## config.mk

```make
export PLATFORM = sky130hd
export DESIGN_NAME = gjk_simplex_update_2d
export DESIGN_NICKNAME = d
export VERILOG_FILES = /design/src/design/gsu_pkg.sv /design/src/design/gjk_simplex_update_2d.sv /design/src/design/gsu_datapath.sv /design/src/design/gsu_ctrl.sv
export SDC_FILE = /design/constraint.sdc
export NUM_CORES = 2
export LEC_CHECK = 0
export BUFFER_PORTS_ARGS = -buffer_cell sky130_fd_sc_hd__buf_2
export CAP_MARGIN = 20
export CORE_MARGIN = 5
export CORE_UTILIZATION = 55
export DETAILED_ROUTE_END_ITERATION = 8
export GPL_TIMING_DRIVEN = 0
export PLACE_DENSITY = 0.74
export SLEW_MARGIN = 5
export SYNTH_ARGS = -nofsm -noshare
export SYNTH_HDL_FRONTEND = slang
export SYNTH_HIERARCHICAL = 1
export SYNTH_SLANG_ARGS = --single-unit
export TNS_END_PERCENT = 1
```

## constraint.sdc

```tcl
create_clock -name clk -period 12.15 [get_ports clk]
set_input_delay 1.215 -clock clk [delete_from_list [all_inputs] [get_ports clk]]
set_output_delay 1.215 -clock clk [all_outputs]
set_load 0.01 [all_outputs]
```

## src/design/gsu_pkg.sv

```systemverilog
// Shared types and constants for the 2D GJK simplex update block.
package gsu_pkg;
	localparam int COORD_WIDTH = 16;
	localparam int PW = COORD_WIDTH + 1;   // point coordinate width
	localparam int DW = PW + 1;            // direction / edge coordinate width
	localparam int MW = 2 * DW + 1;        // dot product width

	localparam logic FUNC_START = 1'b0;
	localparam logic FUNC_ADD   = 1'b1;

	typedef logic signed [PW-1:0] coord_t;
	typedef logic signed [DW-1:0] dcoord_t;
	typedef logic signed [MW-1:0] prod_t;

	typedef enum logic [2:0] {
		OP_LOAD,      // form point, do start or store
		OP_DOT_P,     // dot(dir, p)
		OP_CROSS,     // cross for edge or triangle sign
		OP_DOT_CO,    // first test against origin
		OP_DOT_CO2    // second test after swap
	} op_t;

	typedef struct packed {
		logic go;
		op_t  op;
	} cmd_t;

	typedef struct packed {
		logic is_start;   // item reduces to a start
		logic neg;        // last product negative
		logic nonpos;     // last product <= 0
		logic two_pts;    // simplex holds two points after store
	} sts_t;
endpackage

```

## src/design/gjk_simplex_update_2d.sv

```systemverilog
// Top level of the 2D GJK simplex update block.
// A request is accepted in a load step and then takes one dot or cross product per step on the
// single shared multiply-add unit (start and rejected add: one dot product; two-point add: dot
// and cross; triangle: dot, cross and one or two origin tests). A post step then writes the
// result into the output register, waiting while that register stays full and stalled.
// Results sit in that output register, and the next request is taken once the previous result
// is posted.
module gjk_simplex_update_2d (
	input  logic        clk,
	input  logic        arst_n,
	input  logic        s_tvalid,
	output logic        s_tready,
	input  logic [63:0] s_tdata,  // a_x, a_y, b_x, b_y
	input  logic        s_tuser,  // func
	output logic        m_tvalid,
	input  logic        m_tready,
	output logic [7:0]  m_tdata   // accepted, contains_origin, zero fill
);
	import gsu_pkg::*;

	cmd_t cmd;
	sts_t sts;
	logic busy, done, acc, set_flag, flag, in_fire, out_free;
	logic m_valid_q, acc_q, org_q;

	assign s_tready = !busy;
	assign in_fire = s_tvalid && s_tready;
	assign out_free = !m_valid_q || m_tready;

	gsu_ctrl u_ctrl (
		.clk, .arst_n, .in_fire, .out_free, .sts, .cmd, .busy, .done, .acc, .set_flag
	);

	gsu_datapath u_dp (
		.clk, .arst_n, .cmd, .func(s_tuser),
		.a_x(s_tdata[15:0]), .a_y(s_tdata[31:16]),
		.b_x(s_tdata[47:32]), .b_y(s_tdata[63:48]),
		.set_flag, .sts, .flag
	);

	always_ff @(posedge clk or negedge arst_n) begin
		if (!arst_n) begin
			m_valid_q <= 1'b0;
			acc_q <= 1'b0;
			org_q <= 1'b0;
		end else begin
			if (done) begin
				m_valid_q <= 1'b1;
				acc_q <= acc;
				org_q <= flag;
			end else if (m_tready) m_valid_q <= 1'b0;
		end
	end

	assign m_tvalid = m_valid_q;
	assign m_tdata = {6'b0, org_q, acc_q};
endmodule

```

## src/design/gsu_datapath.sv

```systemverilog
// Datapath: simplex storage, direction, one shared multiply-add unit.
module gsu_datapath (
	input  logic                   clk,
	input  logic                   arst_n,
	input  gsu_pkg::cmd_t          cmd,
	input  logic                   func,
	input  logic [15:0]            a_x,
	input  logic [15:0]            a_y,
	input  logic [15:0]            b_x,
	input  logic [15:0]            b_y,
	input  logic                   set_flag,
	output gsu_pkg::sts_t          sts,
	output logic                   flag
);
	import gsu_pkg::*;

	coord_t  px_q [3];
	coord_t  py_q [3];
	logic [1:0] cnt_q;
	dcoord_t dx_q, dy_q;
	logic    flag_q;
	logic    s_q;      // sign of triangle cross: 1 positive, 0 negative/zero
	logic    z_q;      // cross was zero
	logic    start_q;

	coord_t  nx, ny;
	prod_t   m0, m1, r;
	dcoord_t ux, uy, vx, vy;
	logic    st;

	assign nx = coord_t'($signed(a_x[COORD_WIDTH-1:0])) - coord_t'($signed(b_x[COORD_WIDTH-1:0]));
	assign ny = coord_t'($signed(a_y[COORD_WIDTH-1:0])) - coord_t'($signed(b_y[COORD_WIDTH-1:0]));
	assign st = (func == FUNC_START) || (cnt_q == 2'd0);

	// newest point index
	logic [1:0] ip;
	assign ip = cnt_q - 2'd1;

	always_comb begin
		ux = '0; uy = '0; vx = '0; vy = '0;
		case (cmd.op)
			OP_DOT_P: begin
				ux = dx_q; uy = dy_q;
				vx = DW'(px_q[ip]); vy = DW'(py_q[ip]);
			end
			OP_CROSS: begin
				if (cnt_q == 2'd2) begin
					// cross(ab, d)
					ux = DW'(px_q[1]) - DW'(px_q[0]); uy = DW'(py_q[1]) - DW'(py_q[0]);
					vx = dy_q; vy = -dx_q;
				end else begin
					// cross(ca, cb)
					ux = DW'(px_q[0]) - DW'(px_q[2]); uy = DW'(py_q[0]) - DW'(py_q[2]);
					vx = DW'(py_q[1]) - DW'(py_q[2]); vy = -(DW'(px_q[1]) - DW'(px_q[2]));
				end
			end
			OP_DOT_CO, OP_DOT_CO2: begin
				ux = dx_q; uy = dy_q;
				vx = -DW'(px_q[2]); vy = -DW'(py_q[2]);
			end
			default: ;
		endcase
	end

	assign m0 = MW'(ux) * MW'(vx);
	assign m1 = MW'(uy) * MW'(vy);
	assign r  = m0 + m1;

	assign sts.is_start = start_q;
	assign sts.neg      = r[MW-1];
	assign sts.nonpos   = r[MW-1] || (r == '0);
	assign sts.two_pts  = (cnt_q == 2'd2);
	assign flag = flag_q;

	always_ff @(posedge clk or negedge arst_n) begin
		if (!arst_n) begin
			cnt_q <= '0;
			flag_q <= 1'b0;
			dx_q <= '0; dy_q <= '0;
			for (int i = 0; i < 3; i++) begin
				px_q[i] <= '0; py_q[i] <= '0;
			end
			s_q <= 1'b0; z_q <= 1'b0; start_q <= 1'b0;
		end else begin
			if (set_flag) flag_q <= 1'b1;
			if (cmd.go) begin
				case (cmd.op)
					OP_LOAD: begin
						start_q <= st;
						if (st) begin
							px_q[0] <= nx; py_q[0] <= ny;
							cnt_q <= 2'd1;
							dx_q <= -DW'(nx); dy_q <= -DW'(ny);
							flag_q <= (nx == '0) && (ny == '0);
						end else if (cnt_q == 2'd3) begin
							px_q[0] <= px_q[1]; py_q[0] <= py_q[1];
							px_q[1] <= px_q[2]; py_q[1] <= py_q[2];
							px_q[2] <= nx; py_q[2] <= ny;
						end else begin
							px_q[cnt_q] <= nx; py_q[cnt_q] <= ny;
							cnt_q <= cnt_q + 2'd1;
						end
					end
					OP_CROSS: begin
						s_q <= !r[MW-1] && (r != '0);
						z_q <= (r == '0);
						if (cnt_q == 2'd2) begin
							// dir = sgn * (-ab.y, ab.x)
							if (r == '0) begin
								dx_q <= '0; dy_q <= '0;
							end else if (!r[MW-1]) begin
								dx_q <= -(DW'(py_q[1]) - DW'(py_q[0]));
								dy_q <= DW'(px_q[1]) - DW'(px_q[0]);
							end else begin
								dx_q <= DW'(py_q[1]) - DW'(py_q[0]);
								dy_q <= -(DW'(px_q[1]) - DW'(px_q[0]));
							end
						end else begin
							if (r == '0) begin
								dx_q <= '0; dy_q <= '0;
							end else if (!r[MW-1]) begin
								dx_q <= -(DW'(py_q[1]) - DW'(py_q[2]));
								dy_q <= DW'(px_q[1]) - DW'(px_q[2]);
							end else begin
								dx_q <= DW'(py_q[1]) - DW'(py_q[2]);
								dy_q <= -(DW'(px_q[1]) - DW'(px_q[2]));
							end
						end
					end
					OP_DOT_CO: begin
						if (r[MW-1] || r == '0) begin
							// dir = -s * (-ca.y, ca.x); swap older points
							if (z_q) begin
								dx_q <= '0; dy_q <= '0;
							end else if (s_q) begin
								dx_q <= DW'(py_q[0]) - DW'(py_q[2]);
								dy_q <= -(DW'(px_q[0]) - DW'(px_q[2]));
							end else begin
								dx_q <= -(DW'(py_q[0]) - DW'(py_q[2]));
								dy_q <= DW'(px_q[0]) - DW'(px_q[2]);
							end
							px_q[0] <= px_q[1]; py_q[0] <= py_q[1];
							px_q[1] <= px_q[0]; py_q[1] <= py_q[0];
						end
					end
					default: ;
				endcase
			end
		end
	end
endmodule

```

## src/design/gsu_ctrl.sv

```systemverilog
// Controller: sequences one request through the shared multiply-add unit.
module gsu_ctrl (
	input  logic           clk,
	input  logic           arst_n,
	input  logic           in_fire,
	input  logic           out_free,
	input  gsu_pkg::sts_t  sts,
	output gsu_pkg::cmd_t  cmd,
	output logic           busy,
	output logic           done,
	output logic           acc,
	output logic           set_flag
);
	import gsu_pkg::*;

	typedef enum logic [2:0] {S_IDLE, S_DOTP, S_CROSS, S_CO, S_CO2, S_DONE} state_t;
	state_t state_q;
	logic acc_q;

	assign busy = (state_q != S_IDLE);
	assign acc  = acc_q;

	always_comb begin
		cmd = '{go: 1'b0, op: OP_LOAD};
		done = 1'b0;
		set_flag = 1'b0;
		case (state_q)
			S_IDLE:  cmd = '{go: in_fire, op: OP_LOAD};
			S_DOTP:  cmd = '{go: 1'b1, op: OP_DOT_P};
			S_CROSS: begin
				cmd = '{go: 1'b1, op: OP_CROSS};
				set_flag = sts.two_pts && (sts.nonpos && !sts.neg);
			end
			S_CO:    cmd = '{go: 1'b1, op: OP_DOT_CO};
			S_CO2: begin
				cmd = '{go: 1'b1, op: OP_DOT_CO2};
				set_flag = sts.nonpos;
			end
			S_DONE:  done = out_free;
			default: ;
		endcase
	end

	always_ff @(posedge clk or negedge arst_n) begin
		if (!arst_n) begin
			state_q <= S_IDLE;
			acc_q <= 1'b0;
		end else begin
			case (state_q)
				S_IDLE: if (in_fire) begin
					state_q <= S_DOTP;
					acc_q <= 1'b1;
				end
				S_DOTP: begin
					if (sts.is_start) state_q <= S_DONE;
					else if (sts.neg) begin
						acc_q <= 1'b0;
						state_q <= S_DONE;
					end else state_q <= S_CROSS;
				end
				S_CROSS: state_q <= sts.two_pts ? S_DONE : S_CO;
				S_CO:    state_q <= sts.nonpos ? S_CO2 : S_DONE;
				S_CO2:   state_q <= S_DONE;
				S_DONE:  if (out_free) state_q <= S_IDLE;
				default: state_q <= S_IDLE;
			endcase
		end
	end
endmodule

```

==> metrics.yaml <==
global_routing:
  grt_pass1_wl_um: 264000
  overflow: 0
  antenna_found_initial: 4
  grtUsageTotal_pct: 41.7
  grt_start_max_net_pins: 87
  grt_pass1_vias: 41224
detailed_routing:
  dr.pass1.iters: 8
  ant_nets: 0
  route.vias.total: 40403
  avgViaCountPerCell: 6.34
  drc_errors: 0
  dr.first_iter.drc_count: 4532
  wl_um: 180000
  wire_per_inst_um: 28.2
placement:
  dp_hpwl_um: 150000
  port_buffers: 72
  dp_slack_ns: -4.54
  gp_congestion: 1.12
flow_run:
  max-cap-violations: 0
synthesis:
  synth_top_area_share_pct: 33.8
  yosysMostFrequentCell: "inv_1"
  synth.distinct_cells: 105
  synthArstFlopShare_pct: 100
  syn-cell-area_mm2: 0.0437
  synth-seq-cells: 151
  ys_seq_area_share_pct: 8.64
  synth_warnings: 6
  syn_inst: 5104
  ys_top_cells_by_count: "inv_1 (829), fa_1 (738), nand2_1 (685)"
  synth_area_leaders: "fa_1 (34%), dfrtp_1 (8.6%), ha_1 (8.6%), inv_1 (7.1%), nand2_1 (5.9%)"
  syn_avg_cell_area_um2: 8.57
  synth_area_leader_cell: "fa_1"
  synthFlopType: "dfrtp_1"
  synth_edf_count: 0
timing:
  setup_ws_ns: -0.523
  fin_crit_sh_pct: 104
  slew_headroom_pct: 8.32
  slew_violations: 0
  setup_violations: 106
  whs_ns: 0.515
  finalHoldViolations: 0
  clock_skew_ns: 0.0198
  rsz0062_at_grt: "yes"
  worst_slew_pin_slew_ns: 1.38
  finalCriticalPeriod_ns: 12.67
  fmax_mhz: 78.9
finish:
  layout.area.seq_mm2: 0.00378
  multi_input_comb_area_mm2: 0.0370
  nFillCells: 6967
  area_growth_pct: 10.8
  final_nets: 6409
  drive_above_1_share_pct: 11.6
  post-route-util_pct: 61.4
critical_path:
  crit_top_cell: "fa_1"
  worstPathRequired_ns: 12.51
  crit_path_top_delay_cell: "fa_1"
  crit_arrival_ns: 13.03
  cp-end-kind: "register"
  regToRegSetupSlack_ns: -0.52
  r2r_cells: 39
  path_max_fanout: 10
  slowest_delay_ns: 0.61
  criticalPathCategory: "register to register"
  startpoint_type: "register"
floorplanning:
  rows: 103
  ioPinCount: 79
  start_util_pct: 55.4
  die_x_um: 292
  core-area_mm2: 0.0789
  fp.dieArea_mm2: 0.0853
  fp.dieH_um: 292
cts:
  root_buffer: "clkbuf_16"
  hold_buffers: 0
  clockBufferDepth: 2
  clkTransAtPathRegs_ns: 0.07
  h-tree-depth: 4
  clk_latency_ns: 0.48
  cts_tree: "yes"
  numCtsBuffers: 17
  clock_sinks: 151
status:
  violations: "negative setup slack"
  status: "finished, violations left"
worst_hold_path:
  hold_class: "register to register"
  whs_path_depth: 1
-- layout by cell type, fill, tap and decap left out, types with 99 or more instances in the layout --
master and n:
o21ai_0 141, dfrtp_1 146, xnor2_1 172, ha_1 292, mux2i_1 99, a21oi_1 184
buf_4 101, nand2_1 684, fa_1 728, inv_1 818, nor2_1 312
-- routing by layer --
metal | global-route usage [%] | wire length (um) | vias up
li1 | - | - | 17087
met3 | 10.2 | 19700 | 795
met5 | 0.388 | 33 | -
met1 | 50.5 | 63500 | 19763
met2 | 64.3 | 77800 | 2756
met4 | 31.6 | 18800 | 2
-- per-stage QoR --
| step | setup TNS [ns] | instance area [um^2] | instances |
|---|---|---|---|
| after detailed placement | -476.88 | 45700 | 6256 |
| after global routing | -61.33 | 48400 | 6368 |
| after CTS | -9.41 | 48200 | 6360 |
| final | -46.15 | 48400 | 6373 |
| after floorplan | 0 | 43800 | 5109 |
| after global placement | -474.56 | 45400 | 6231 |
-- what timing repair did --
item	in CTS	in global routing
setup endpoints to repair	111	111
resized for setup	354	38
pin swaps	75	8
gates cloned	1	0
buffers inserted	78	4
-- path summary, 6_finish.rpt --
path,startpoint,end
max,u_dp/px_q[0],u_dp/py_q[28]
min,acc_q,acc_q
max reg2reg,u_dp/px_q[0],u_dp/py_q[28]
min reg2reg,acc_q,acc_q
max in group asynchronous,arst_n,u_dp/dx_q[12]
min in group asynchronous,arst_n,u_dp/px_q[13]
-- registers in the layout (all words and copies together) (netlist names), 2 cells and up --
name / flops
u_dp/dy_q: 18
u_ctrl/state_q: 3
u_dp/px_q: 51
u_dp/py_q: 51
u_dp/dx_q: 18
u_dp/cnt_q: 2
-- cells by family after synthesis --
| logic type | after synthesis | synth area share (%) |
|---|---|---|
| AND/OR/NAND/NOR | 1486 | 15.6 |
| buffers and inverters | 1043 | 9.27 |
| adder cells (fa/ha/maj) | 1037 | 42.3 |
| AO/OA/AOI/OAI | 950 | 14.5 |
| XOR/XNOR | 283 | 5.67 |
| multiplexers | 153 | 3.96 |
| flip-flops | 151 | 8.64 |
| other | 1 | 0.00857 |
-- worst max-delay path: cells and delay by family (launching register included) --
family / cells / cell delay, ns
buffers and inverters: 9 / 1.30
AOI/OAI and AO/OA: 7 / 1.95
adders and majority gates: 9 / 4.56
and+or+nand+nor: 13 / 3.88
DFF: 1 / 0.50
muxes: 1 / 0.31
-- area by class of cell --
| cell class | instances | area share, % |
|---|---|---|
| multi-input cells | 3915 | 76.4 |
| flip-flops and latches | 151 | 7.81 |
| inverters | 832 | 6.49 |
| repair buffers | 182 | 2.78 |
| well taps | 1050 | 2.71 |
| plain buffers | 204 | 2.58 |
| clock buffers | 20 | 0.943 |
| clock inverters | 12 | 0.245 |
| diodes | 7 | 0.0362 |
Power is not shown: default switching activity piles up to over one toggle a cycle in this logic, so the estimate is an artifact.
